==> src/rtl/core/hevc_access_unit_splitter_top_assert.svh <==
// Assertion macros shared by the splitter's front and queue modules.
// Each expects a clock named clk and a reset named rst in scope.
`ifndef HEVC_ACCESS_UNIT_SPLITTER_TOP_ASSERT_SVH
`define HEVC_ACCESS_UNIT_SPLITTER_TOP_ASSERT_SVH

// Condition holds at every edge out of reset.
`define HAUS_ASSERT_HOLDS(label, cond, msg) \
  label: assert property (@(posedge clk) disable iff (rst) (cond)) else $error(msg);

// Consequent holds in the same cycle as the antecedent.
`define HAUS_ASSERT_IMP(label, ante, cons, msg) \
  label: assert property (@(posedge clk) disable iff (rst) (ante) |-> (cons)) \
    else $error(msg);

// Consequent holds in the cycle after the antecedent.
`define HAUS_ASSERT_NEXT(label, ante, cons, msg) \
  label: assert property (@(posedge clk) disable iff (rst) (ante) |=> (cons)) \
    else $error(msg);

`endif

==> src/rtl/core/haus_pkg.sv <==
`timescale 1ns / 1ps

package haus_pkg;

  localparam int OFFSET_BITS   = 26;
  localparam int MAX_UNITS     = 1048576;
  localparam int WIN_LEN       = 6;
  localparam int UNIT_OFFSET_W = 26;
  localparam int UNIT_INDEX_W  = 20;
  localparam int QUEUE_DEPTH   = 4;
  localparam int QPTR_W        = $clog2(QUEUE_DEPTH);
  localparam int QCNT_W        = $clog2(QUEUE_DEPTH + 1);

  localparam logic [UNIT_INDEX_W-1:0] UNIT_LIMIT = UNIT_INDEX_W'(MAX_UNITS - 1);
  localparam logic [OFFSET_BITS-1:0]  OFFSET_MAX = {OFFSET_BITS{1'b1}};

  localparam logic [7:0] WIN_RESET_BYTE  = 8'hFF;
  localparam logic [7:0] SC_ZERO         = 8'h00;
  localparam logic [7:0] SC_ONE          = 8'h01;
  localparam logic [7:0] NAL_TYPE_MASK   = 8'h7E;
  localparam logic [7:0] FIRST_SLICE_BIT = 8'h80;
  localparam logic [5:0] NAL_SLICE_MAX   = 6'd21;
  localparam logic [5:0] NAL_PARAM_MIN   = 6'd32;
  localparam logic [5:0] NAL_PARAM_MAX   = 6'd34;

  typedef struct packed {
    logic [UNIT_OFFSET_W-1:0] unit_offset;
    logic                     starts_with_params;
    logic [UNIT_INDEX_W-1:0]  unit_index;
  } unit_t;

  typedef struct packed {
    logic full;
    logic empty;
  } queue_st_t;

endpackage

==> src/rtl/core/haus_front.sv <==
`timescale 1ns / 1ps

module haus_front
  import haus_pkg::*;
(
  input  logic       clk,
  input  logic       rst,
  input  logic       in_valid,
  input  logic [7:0] in_data,
  input  logic       in_last,
  output logic       in_ready,
  input  queue_st_t  q_st,
  output logic       push,
  output unit_t      push_data
);

  logic [7:0]              win [WIN_LEN];
  logic [OFFSET_BITS-1:0]  byte_offset;
  logic                    param_run_open;
  logic [UNIT_INDEX_W-1:0] unit_count;

  logic                   accept;
  logic [5:0]             nal_kind;
  logic                   first_slice;
  logic                   start_hit;
  logic                   is_slice;
  logic                   is_param;
  logic                   emit;
  logic [OFFSET_BITS-1:0] off;

  assign in_ready = !q_st.full;
  assign accept   = in_valid && in_ready;

  assign nal_kind    = 6'((win[3] & NAL_TYPE_MASK) >> 1);
  assign first_slice = (win[5] & FIRST_SLICE_BIT) != 8'h00;
  assign start_hit   = (win[0] == SC_ZERO) && (win[1] == SC_ZERO) && (win[2] == SC_ONE)
                       && (unit_count < UNIT_LIMIT);
  assign is_slice    = (nal_kind <= NAL_SLICE_MAX) && first_slice;
  assign is_param    = (nal_kind >= NAL_PARAM_MIN) && (nal_kind <= NAL_PARAM_MAX);
  assign emit        = start_hit && !param_run_open && (is_slice || is_param);

  always_comb begin
    if (byte_offset == OFFSET_MAX) begin
      off = OFFSET_MAX;
    end else if (byte_offset >= OFFSET_BITS'(WIN_LEN)) begin
      off = byte_offset - OFFSET_BITS'(WIN_LEN);
    end else begin
      off = '0;
    end
  end

  assign push                         = accept && emit;
  assign push_data.unit_offset        = UNIT_OFFSET_W'(off);
  assign push_data.starts_with_params = is_param;
  assign push_data.unit_index         = unit_count;

  always_ff @(posedge clk) begin
    if (rst) begin
      for (int i = 0; i < WIN_LEN; i++) begin
        win[i] <= WIN_RESET_BYTE;
      end
      byte_offset    <= '0;
      param_run_open <= 1'b0;
      unit_count     <= '0;
    end else if (accept) begin
      if (start_hit) begin
        if (is_slice) begin
          param_run_open <= 1'b0;
        end else if (is_param) begin
          param_run_open <= 1'b1;
        end
      end
      if (in_last) begin
        for (int i = 0; i < WIN_LEN; i++) begin
          win[i] <= WIN_RESET_BYTE;
        end
        byte_offset <= '0;
        unit_count  <= '0;
      end else begin
        for (int i = 0; i < WIN_LEN - 1; i++) begin
          win[i] <= win[i+1];
        end
        win[WIN_LEN-1] <= in_data;
        if (byte_offset != OFFSET_MAX) begin
          byte_offset <= byte_offset + 1'b1;
        end
        if (emit) begin
          unit_count <= unit_count + 1'b1;
        end
      end
    end
  end

`include "hevc_access_unit_splitter_top_assert.svh"

  `HAUS_ASSERT_NEXT(a_eos_clears, accept && in_last, byte_offset == '0 && unit_count == '0, "stream state not cleared after last item")
  `HAUS_ASSERT_IMP(a_push_below_limit, push, unit_count < UNIT_LIMIT, "unit pushed beyond limit")
  `HAUS_ASSERT_NEXT(a_param_opens_run, push && push_data.starts_with_params, param_run_open, "parameter-led unit left run closed")

endmodule

==> src/rtl/core/haus_queue.sv <==
`timescale 1ns / 1ps

module haus_queue
  import haus_pkg::*;
(
  input  logic      clk,
  input  logic      rst,
  input  logic      push,
  input  unit_t     push_data,
  input  logic      pop,
  output unit_t     head,
  output queue_st_t q_st
);

  unit_t             entries [QUEUE_DEPTH];
  logic [QPTR_W-1:0] wr_ptr;
  logic [QPTR_W-1:0] rd_ptr;
  logic [QCNT_W-1:0] count;

  assign q_st.full  = (count == QCNT_W'(QUEUE_DEPTH));
  assign q_st.empty = (count == '0);
  assign head       = entries[rd_ptr];

  always_ff @(posedge clk) begin
    if (push) begin
      entries[wr_ptr] <= push_data;
    end
  end

  always_ff @(posedge clk) begin
    if (rst) begin
      wr_ptr <= '0;
      rd_ptr <= '0;
      count  <= '0;
    end else begin
      if (push) begin
        wr_ptr <= wr_ptr + 1'b1;
      end
      if (pop) begin
        rd_ptr <= rd_ptr + 1'b1;
      end
      unique case ({push, pop})
        2'b10:   count <= count + 1'b1;
        2'b01:   count <= count - 1'b1;
        default: count <= count;
      endcase
    end
  end

`include "hevc_access_unit_splitter_top_assert.svh"

  `HAUS_ASSERT_HOLDS(a_count_bound, count <= QCNT_W'(QUEUE_DEPTH), "queue count out of range")
  `HAUS_ASSERT_IMP(a_no_push_full, push, !q_st.full, "push into full queue")
  `HAUS_ASSERT_IMP(a_no_pop_empty, pop, !q_st.empty, "pop from empty queue")

endmodule

==> src/rtl/core/haus_back.sv <==
`timescale 1ns / 1ps

module haus_back
  import haus_pkg::*;
(
  input  logic      clk,
  input  logic      rst,
  input  unit_t     head,
  input  queue_st_t q_st,
  output logic      pop,
  output logic      out_valid,
  input  logic      out_ready,
  output unit_t     out_data
);

  assign pop = !q_st.empty && (!out_valid || out_ready);

  always_ff @(posedge clk) begin
    if (rst) begin
      out_valid <= 1'b0;
    end else if (pop) begin
      out_valid <= 1'b1;
    end else if (out_ready) begin
      out_valid <= 1'b0;
    end
  end

  always_ff @(posedge clk) begin
    if (pop) begin
      out_data <= head;
    end
  end

endmodule

==> src/rtl/core/hevc_access_unit_splitter_top.sv <==
`timescale 1ns / 1ps
// Channel   Group   tdata (low bit up)                 tuser / tlast
// input     s_axis  [7:0] data_byte                    tlast: end_of_stream
// output    m_axis  [25:0] unit_offset,                tuser: starts_with_params
//                   [45:26] unit_index, [47:46] zero
//
// One byte is accepted every cycle while the result queue is not full; the judgement
// of a start code is one compare over the six-byte window register in the front stage.
// A unit start reaches m_axis through the result queue, then the output register.
// Reset is synchronous and active high; no clearing pass.
// s_axis_tready drops only while the four-entry result queue is full.

module hevc_access_unit_splitter_top
  import haus_pkg::*;
(
  input  logic        clk,
  input  logic        rst,
  input  logic        s_axis_tvalid,
  output logic        s_axis_tready,
  input  logic [7:0]  s_axis_tdata,   // [7:0] data_byte
  input  logic        s_axis_tlast,
  output logic        m_axis_tvalid,
  input  logic        m_axis_tready,
  output logic [47:0] m_axis_tdata,   // [25:0] unit_offset, [45:26] unit_index
  output logic        m_axis_tuser    // [0] starts_with_params
);

  logic      push;
  unit_t     push_data;
  logic      pop;
  unit_t     head;
  queue_st_t q_st;
  unit_t     out_data;

  haus_front u_front (
    .clk       (clk),
    .rst       (rst),
    .in_valid  (s_axis_tvalid),
    .in_data   (s_axis_tdata),
    .in_last   (s_axis_tlast),
    .in_ready  (s_axis_tready),
    .q_st      (q_st),
    .push      (push),
    .push_data (push_data)
  );

  haus_queue u_queue (
    .clk       (clk),
    .rst       (rst),
    .push      (push),
    .push_data (push_data),
    .pop       (pop),
    .head      (head),
    .q_st      (q_st)
  );

  haus_back u_back (
    .clk       (clk),
    .rst       (rst),
    .head      (head),
    .q_st      (q_st),
    .pop       (pop),
    .out_valid (m_axis_tvalid),
    .out_ready (m_axis_tready),
    .out_data  (out_data)
  );

  assign m_axis_tdata = {2'b00, out_data.unit_index, out_data.unit_offset};
  assign m_axis_tuser = out_data.starts_with_params;

endmodule

==> config.mk <==
export PLATFORM = sky130hd
export DESIGN_NAME = hevc_access_unit_splitter_top
export DESIGN_NICKNAME = d
export VERILOG_FILES = /design/src/rtl/core/haus_pkg.sv /design/src/rtl/core/haus_front.sv /design/src/rtl/core/haus_queue.sv /design/src/rtl/core/haus_back.sv /design/src/rtl/core/hevc_access_unit_splitter_top.sv
export VERILOG_INCLUDE_DIRS = /design/src /design/src/rtl/core
export SDC_FILE = /design/constraint.sdc
export NUM_CORES = 1
export LEC_CHECK = 0
export BUFFER_PORTS_ARGS = -buffer_cell sky130_fd_sc_hd__buf_2
export CAP_MARGIN = 20
export CORE_ASPECT_RATIO = 1.4
export CORE_MARGIN = 2
export CORE_UTILIZATION = 35
export CTS_CLUSTER_DIAMETER = 50
export CTS_CLUSTER_SIZE = 40
export DETAILED_ROUTE_END_ITERATION = 10
export PLACE_DENSITY = 0.59
export SKIP_LAST_GASP = 1
export SYNTH_ARGS = -nofsm -noshare
export SYNTH_HDL_FRONTEND = slang
export SYNTH_SLANG_ARGS = --single-unit
==> constraint.sdc <==
create_clock -name clk -period 4 [get_ports clk]
set_input_delay 0.4 -clock clk [delete_from_list [all_inputs] [get_ports clk]]
set_output_delay 0.4 -clock clk [all_outputs]
set_load 0.005 [all_outputs]
# Word-level counts from Yosys, hierarchy flattened
# Memories as Yosys holds them, arrays and structs flattened. A register that Yosys moved wholly into a read port is not among the register bits.
# Index checks and enable logic that the tools add are counted.
# totals
ff_bits	55
ram_bits	236
inputBits	13
word_cells	101
memories	2
# op_classes
add_sub_neg	7
order_cmp	5
n_eq_ne	6
mux	35
bitwise_logic	12
reduce_logical	27
# memory_table
name	words	word_bits	rd	rd_clocked_by_memory_dff	wr	line_no	rtl
u_queue.entries	4	47	1	1	1	haus_queue.sv:15	unit_t entries [QUEUE_DEPTH];
u_front.win	6	8	6	0	6	haus_front.sv:17	logic [7:0] win [WIN_LEN];
# ops
operator	count
two-way mux 26 bit	4
two-way mux 8 bit	12
two-way mux 20 bit	2
adder 26 x 1 -> 26 bit, second input constant	1
== test 26 bit, second input constant	1
>= comparator 26 x 3 -> 1 bit, second input constant	1
!= test 26 bit, second input constant	1
subtractor 26 x 3 -> 26 bit, second input constant	1
adder 20 x 1 -> 20 bit, second input constant	1
< comparator 20 bit, second input constant	1
zero test 8 bit	2
two-way mux 1 bit	16
bitwise OR 1 bit	12
logical AND 1 bit	10
nonzero test 2 bit	5
== test 8 x 1 -> 1 bit, second input constant	1
>= comparator 6 bit, second input constant	1
<= comparator 6 x 5 -> 1 bit, second input constant	1
<= comparator 6 bit, second input constant	1
case mux 3 bit (2 select lines)	1
adder 2 x 1 -> 2 bit, second input constant	2
zero test 1 bit	4
AND reduction 2 bit	2
adder 3 x 1 -> 3 bit, second input constant	1
7 further kinds	8

# Longest topological paths before layout
# An unclocked memory read counts as a cell.
# logic_depth
depth_word	10
mapped_depth	11
ltp_nobuf	11

# Cells and area by module
# From an unflattened synthesis, not the netlist that was laid out.
# unflattened
hier_cells	871
area_unflattened_um2	13634.3
# by_module_without_submodules
mod	instances	cells_each	area_each_um2
haus_queue	1	292	7240.7
haus_front	1	525	4907.2
haus_back	1	51	1467.7
hevc_access_unit_splitter_top	1	3	18.8

# Worst setup path before layout
# No wires, ideal clock.
# synth_timing
kind	flip-flop to flip-flop
from	reg u_queue.count[0]
to	reg u_queue.count[2]
setup_time_ps	71
arrival_time_ps	4170
slack_ps	-241
stages_incl_launch_ff	8
path_buffers	0
synth_period_minus_slack_ps	4241
cell_sequence	dfxtp_1 > nor3_1 > a21oi_1 > ha_1 > fa_1 > xnor2_1 > or3_1 > a21oi_1
# synth_lines
element	line_no	rtl
start, declared	haus_queue.sv:18	logic [QCNT_W-1:0] count;
start signal, assigned	haus_queue.sv:43	2'b10: count <= count + 1'b1;
start signal, assigned	haus_queue.sv:44	2'b01: count <= count - 1'b1;
start signal, assigned	haus_queue.sv:45	default: count <= count;
zero test 3 bit *	haus_queue.sv:21	assign q_st.empty = (count == '0);
zero test 1 bit *	haus_back.sv:16	assign pop = !q_st.empty && (!out_valid || out_ready);
logical AND 1 bit *	haus_back.sv:16	
via pop	hevc_access_unit_splitter_top.sv:30	logic pop;
== test 2 x 1 -> 1 bit or == test 2 bit (tied branches)	haus_queue.sv:42	unique case ({push, pop})
case mux 3 bit (2 select lines) or nonzero test 2 bit (tied branches)	n/a	
# The timed path passes the listed nets; every way through them passes the cells marked *.
# A chain may end at the register's enable or synchronous reset.

==> flow_summary.html <==
<table>
<tr><th>Metric</th><th>Value</th></tr>
<tr><th colspan="2">Synthesis</th></tr>
<tr><td>Number of standard cells after synthesis</td><td>912</td></tr>
<tr><td>Flip-flop and latch count after synthesis</td><td>338</td></tr>
<tr><td>Complex-gate fraction of the synthesized area</td><td>0.05965</td></tr>
<tr><td>Register area share after synthesis</td><td>0.6902</td></tr>
<tr><td>Count of warnings emitted by yosys</td><td>0</td></tr>
<tr><td>Adder and majority gate portion of the synthesized area</td><td>0.009537</td></tr>
<tr><td>Mean area per synthesized cell</td><td>15.25 um^2</td></tr>
<tr><td>Ys async rst share</td><td>0</td></tr>
<tr><td>Largest family of logic cells by synthesized area</td><td>simple AND/OR/NAND/NOR gates</td></tr>
<tr><td>Post-Syn Area</td><td>13910 um^2</td></tr>
<tr><td>Number of enable-type register cells in the synthesized netlist</td><td>~280</td></tr>
<tr><td>Dominant synthesized flop cell</td><td>edfxtp_1</td></tr>
<tr><td>Fraction of synthesized cell area in xor and xnor cells</td><td>0.01826</td></tr>
<tr><td>Area fraction in and, or, nand and nor cells after synthesis</td><td>0.1172</td></tr>
<tr><td>Count of unique library cells instantiated by Yosys</td><td>73</td></tr>
<tr><td>Mux cell area share after synthesis</td><td>0.07836</td></tr>
<tr><th colspan="2">Finish</th></tr>
<tr><td>Number of antenna repair diodes</td><td>0</td></tr>
<tr><td>Relative area change from synthesis to final layout</td><td>13.32%</td></tr>
<tr><td>Net count reported at finish</td><td>979</td></tr>
<tr><td>Ratio of cells with drive above 1 in the final layout</td><td>0.2057</td></tr>
<tr><td>Area occupied by registers</td><td>9604 um^2</td></tr>
<tr><td>Most common library cell in the layout ignoring fill and taps</td><td>edfxtp_1</td></tr>
<tr><td>Utilization of the core after routing</td><td>0.4013</td></tr>
<tr><td>Filler cell count in the final layout</td><td>3593</td></tr>
<tr><td>Area of the multi-input gates</td><td>3970 um^2</td></tr>
<tr><td>Commonest non-fill, non-tap cells in the layout</td><td>283 x edfxtp_1, 64 x or3_1, 61 x buf_2</td></tr>
<tr><th colspan="2">Outcome</th></tr>
<tr><td>Outcome</td><td>complete, no violations</td></tr>
<tr><th colspan="2">Clock tree</th></tr>
<tr><td>CTS Sinks</td><td>338</td></tr>
<tr><td>Master cell of the clock root buffer</td><td>clkbuf_16</td></tr>
<tr><td>Clock-pin slew of the registers on the worst-case setup and hold paths</td><td>~0.090 ns</td></tr>
<tr><td>Number of post-CTS setup repair buffers</td><td>0</td></tr>
<tr><td>Maximum count of clock buffers along a single path</td><td>3</td></tr>
<tr><td>Hold Buf Count CTS</td><td>0</td></tr>
<tr><td>Clock tree from TritonCTS</td><td>done</td></tr>
<tr><td>Source-to-sink clock delay at the later pin of the worst-skew pair</td><td>0.57 ns</td></tr>
<tr><td>Post-CTS Resized</td><td>0</td></tr>
<tr><td>H-tree levels</td><td>1</td></tr>
<tr><td>Number of CTS-inserted buffers</td><td>27</td></tr>
<tr><th colspan="2">STA</th></tr>
<tr><td>Final clock skew</td><td>between 0.02 and 0.025 ns</td></tr>
<tr><td>Max Freq</td><td>0.3256 GHz</td></tr>
<tr><td>Least-Margin Pin Slew</td><td>0.9968 ns</td></tr>
<tr><td>Final setup violation count</td><td>0</td></tr>
<tr><td>Unrepaired setup endpoints after global routing</td><td>no</td></tr>
<tr><td>Hold Fails Final Rpt</td><td>0</td></tr>
<tr><td>Final total negative setup slack</td><td>0 ns</td></tr>
<tr><td>Slew headroom</td><td>0.3354</td></tr>
<tr><td>Clock period minus final worst setup slack</td><td>around 3 ns</td></tr>
<tr><td>Number of pins exceeding their max-slew limit in the final report</td><td>0</td></tr>
<tr><td>Final Cycle Share</td><td>0.7678</td></tr>
<tr><th colspan="2">Detailed routing</th></tr>
<tr><td>Remaining design rule violation count</td><td>0</td></tr>
<tr><td>Average vias per placed instance</td><td>5.229</td></tr>
<tr><td>Total via count in the routed design</td><td>a little under 8k</td></tr>
<tr><td>DRT Wirelength</td><td>~28000 um</td></tr>
<tr><td>First-pass detailed-route iteration total</td><td>5</td></tr>
<tr><td>Drt first-iter violations</td><td>660</td></tr>
<tr><td>Number of routed nets with antenna violations</td><td>0</td></tr>
<tr><td>Wire length per cell after detailed routing</td><td>18.30 um</td></tr>
<tr><th colspan="2">Run</th></tr>
<tr><td>Max_cap viols</td><td>0</td></tr>
<tr><th colspan="2">Floorplan</th></tr>
<tr><td>Effective utilization at floorplan</td><td>0.3541</td></tr>
<tr><td>Std-Cell Core Area</td><td>39280 um^2</td></tr>
<tr><td>Placement row count</td><td>86</td></tr>
<tr><td>Die Ht</td><td>between 200 and 250 um</td></tr>
<tr><td>DIE AREA</td><td>41370 um^2</td></tr>
<tr><td>Total I/O pin count</td><td>64</td></tr>
<tr><td>Die width</td><td>172.5 um</td></tr>
<tr><th colspan="2">Setup path</th></tr>
<tr><td>Buf+Inv Stages, Crit Path</td><td>1</td></tr>
<tr><td>CP Max Fanout</td><td>9</td></tr>
<tr><td>Top cell family by delay on the critical path</td><td>simple AND/OR/NAND/NOR gates</td></tr>
<tr><td>Worst path slowest cell</td><td>or4b_1</td></tr>
<tr><td>Count of cell instances traversed by the critical path</td><td>10</td></tr>
<tr><td>Critical-path cell list</td><td>or4b_1, a21oi_2, o21a_1, and2_1, inv_1, ha_1, fa_1, xnor2_1, or3_1, a21oi_1</td></tr>
<tr><td>Critical Path Max Stage Delay</td><td>0.53 ns</td></tr>
<tr><td>Worst setup path category</td><td>reg -&gt; reg</td></tr>
<tr><td>Worst r2r path cells</td><td>10</td></tr>
<tr><td>WP data arrival</td><td>about 3.6 ns</td></tr>
<tr><td>Type of element capturing the critical path</td><td>register</td></tr>
<tr><td>Required time at the endpoint of the critical path</td><td>4.49 ns</td></tr>
<tr><td>Startpoint type of the worst setup path</td><td>register</td></tr>
<tr><th colspan="2">Worst hold path</th></tr>
<tr><td>Hold/Removal Path Class</td><td>in -&gt; reg</td></tr>
<tr><td>Worst Hold Depth</td><td>2</td></tr>
<tr><th colspan="2">Power</th></tr>
<tr><td>Max rail drop VDD</td><td>0.3638 mV</td></tr>
<tr><td>Total power density per cell area</td><td>522.4 nW/um^2</td></tr>
<tr><td>Leakage power total</td><td>5.066 nW</td></tr>
<tr><th colspan="2">Global route</th></tr>
<tr><td>Number of antenna violations at the first check in global routing</td><td>0</td></tr>
<tr><td>Largest net degree at the start of global routing</td><td>between 60 and 70</td></tr>
<tr><td>Aggregate global routing overflow</td><td>0</td></tr>
<tr><td>Global-route wire length before repair</td><td>43780 um</td></tr>
<tr><td>Vias in the first global route</td><td>7823</td></tr>
<tr><td>Global-route usage over all layers</td><td>0.1363</td></tr>
<tr><th colspan="2">Placed design</th></tr>
<tr><td>Dpl hpwl</td><td>roughly 17000 um</td></tr>
<tr><td>Final weighted congestion in routability-driven placement</td><td>~0.78</td></tr>
<tr><td>Port bufs</td><td>61</td></tr>
</table>
[synth_stat cells (6+ instances only)]
| library cell | instances | area [um^2] |
|---|---|---|
| mux4_2 | 47 | 1059 |
| buf_2 | 12 | 60.06 |
| nor3_1 | 18 | 90.09 |
| inv_1 | 19 | 71.32 |
| xor2_1 | 9 | 78.83 |
| or3_1 | 64 | 400.4 |
| o211ai_1 | 10 | 75.07 |
| nand3_1 | 27 | 135.1 |
| ha_1 | 9 | 112.6 |
| nand2_1 | 41 | 153.9 |
| nand4_1 | 14 | 87.58 |
| nor4_1 | 22 | 137.6 |
| o21ai_0 | 27 | 135.1 |
| or4_1 | 12 | 90.09 |
| o311ai_0 | 6 | 52.55 |
| xnor2_1 | 20 | 175.2 |
| edfxtp_1 | 283 | 8498 |
| dfxtp_1 | 55 | 1101 |
| nor2_1 | 45 | 168.9 |
| a21oi_1 | 29 | 145.1 |
| clkbuf_1 | 37 | 138.9 |
[flip-flops by register name, summed over array words and instances, names as in the netlist]
register,count
u_queue.wr_ptr,2
u_queue.count,3
u_front.param_run_open,1
u_queue.rd_ptr,2
u_front.byte_offset,26
u_back.out_valid,1
u_front.unit_count,20
u_back.out_data,47
u_queue.entries,188
u_front.win,48
[final timing paths]
check / slack [ns] / endpoint / start
max: 0.93 / u_queue.count[2]$_SDFFE_PP0P_ / u_front.win[0][29]$_SDFFCE_PN1P_
min: 0.1 / u_front.win[0][46]$_SDFFCE_PN1P_ / s_axis_tdata[6]
max reg2reg: 0.93 / u_queue.count[2]$_SDFFE_PP0P_ / u_front.win[0][29]$_SDFFCE_PN1P_
min reg2reg: 0.49 / u_front.win[0][28]$_SDFFCE_PN1P_ / u_front.win[0][36]$_SDFFCE_PN1P_
[metal layers]
layer	global-route usage	routed length, um	share of wire
met5	0	0	0
met4	0.04151	541	0.020
met3	0.02091	1344	0.049
met2	0.2345	13720	0.50
met1	0.1769	11940	0.43
[worst reg2reg max path, cell delays in order, from the launching register on]
cell	delay, ns
edfxtp_1	0.43
or4b_1	0.53
a21oi_2	0.39
o21a_1	0.21
and2_1	0.16
inv_1	0.05
ha_1	0.23
fa_1	0.39
xnor2_1	0.15
or3_1	0.31
a21oi_1	0.15
[report_power, final]
group / switching (mW) / total (mW) / internal, mW / leakage, nW
Combinational: 0.611 / 1.03 / 0.423 / 1.43
Sequential: 0.150 / 4.31 / 4.16 / 3.16
Clock: 1.41 / 2.88 / 1.47 / 0.480
Total: 2.18 / 8.23 / 6.06 / 5.07
[final cells by class]
cell class              count  area share
inverters                  20    0.004763
well taps                 528     0.04192
multi-input cells         495      0.2519
repair buffers             74     0.02922
flip-flops and latches    338      0.6094
clock buffers              31     0.04581
clock inverters            19     0.01699
[cells by family after synthesis]
| group | after synthesis |
|---|---|
| compound gates | 120 |
| xor+xnor | 29 |
| fa+ha+maj | 10 |
| buf+inv | 80 |
| flops | 338 |
| mux | 50 |
| other cells | 1 |
| simple gates | 284 |
[stage by stage]
step                power (mW)  std cells  instance area (um^2)  setup slack, ns  hold slack, ns
CTS                      8.348       1503                 15730           0.9222         0.07621
detailed placement       5.449       1453                 14740           0.9738          0.4933
global placement         5.444       1453                 14740            1.002          0.4844
global route             8.594       1505                 15760           0.7062         0.08090
floorplan                4.960        913                 13910           0.7577          0.4654
finish                   8.233       1505                 15760           0.9288         0.09643
Power figures use the tool's default switching activity.
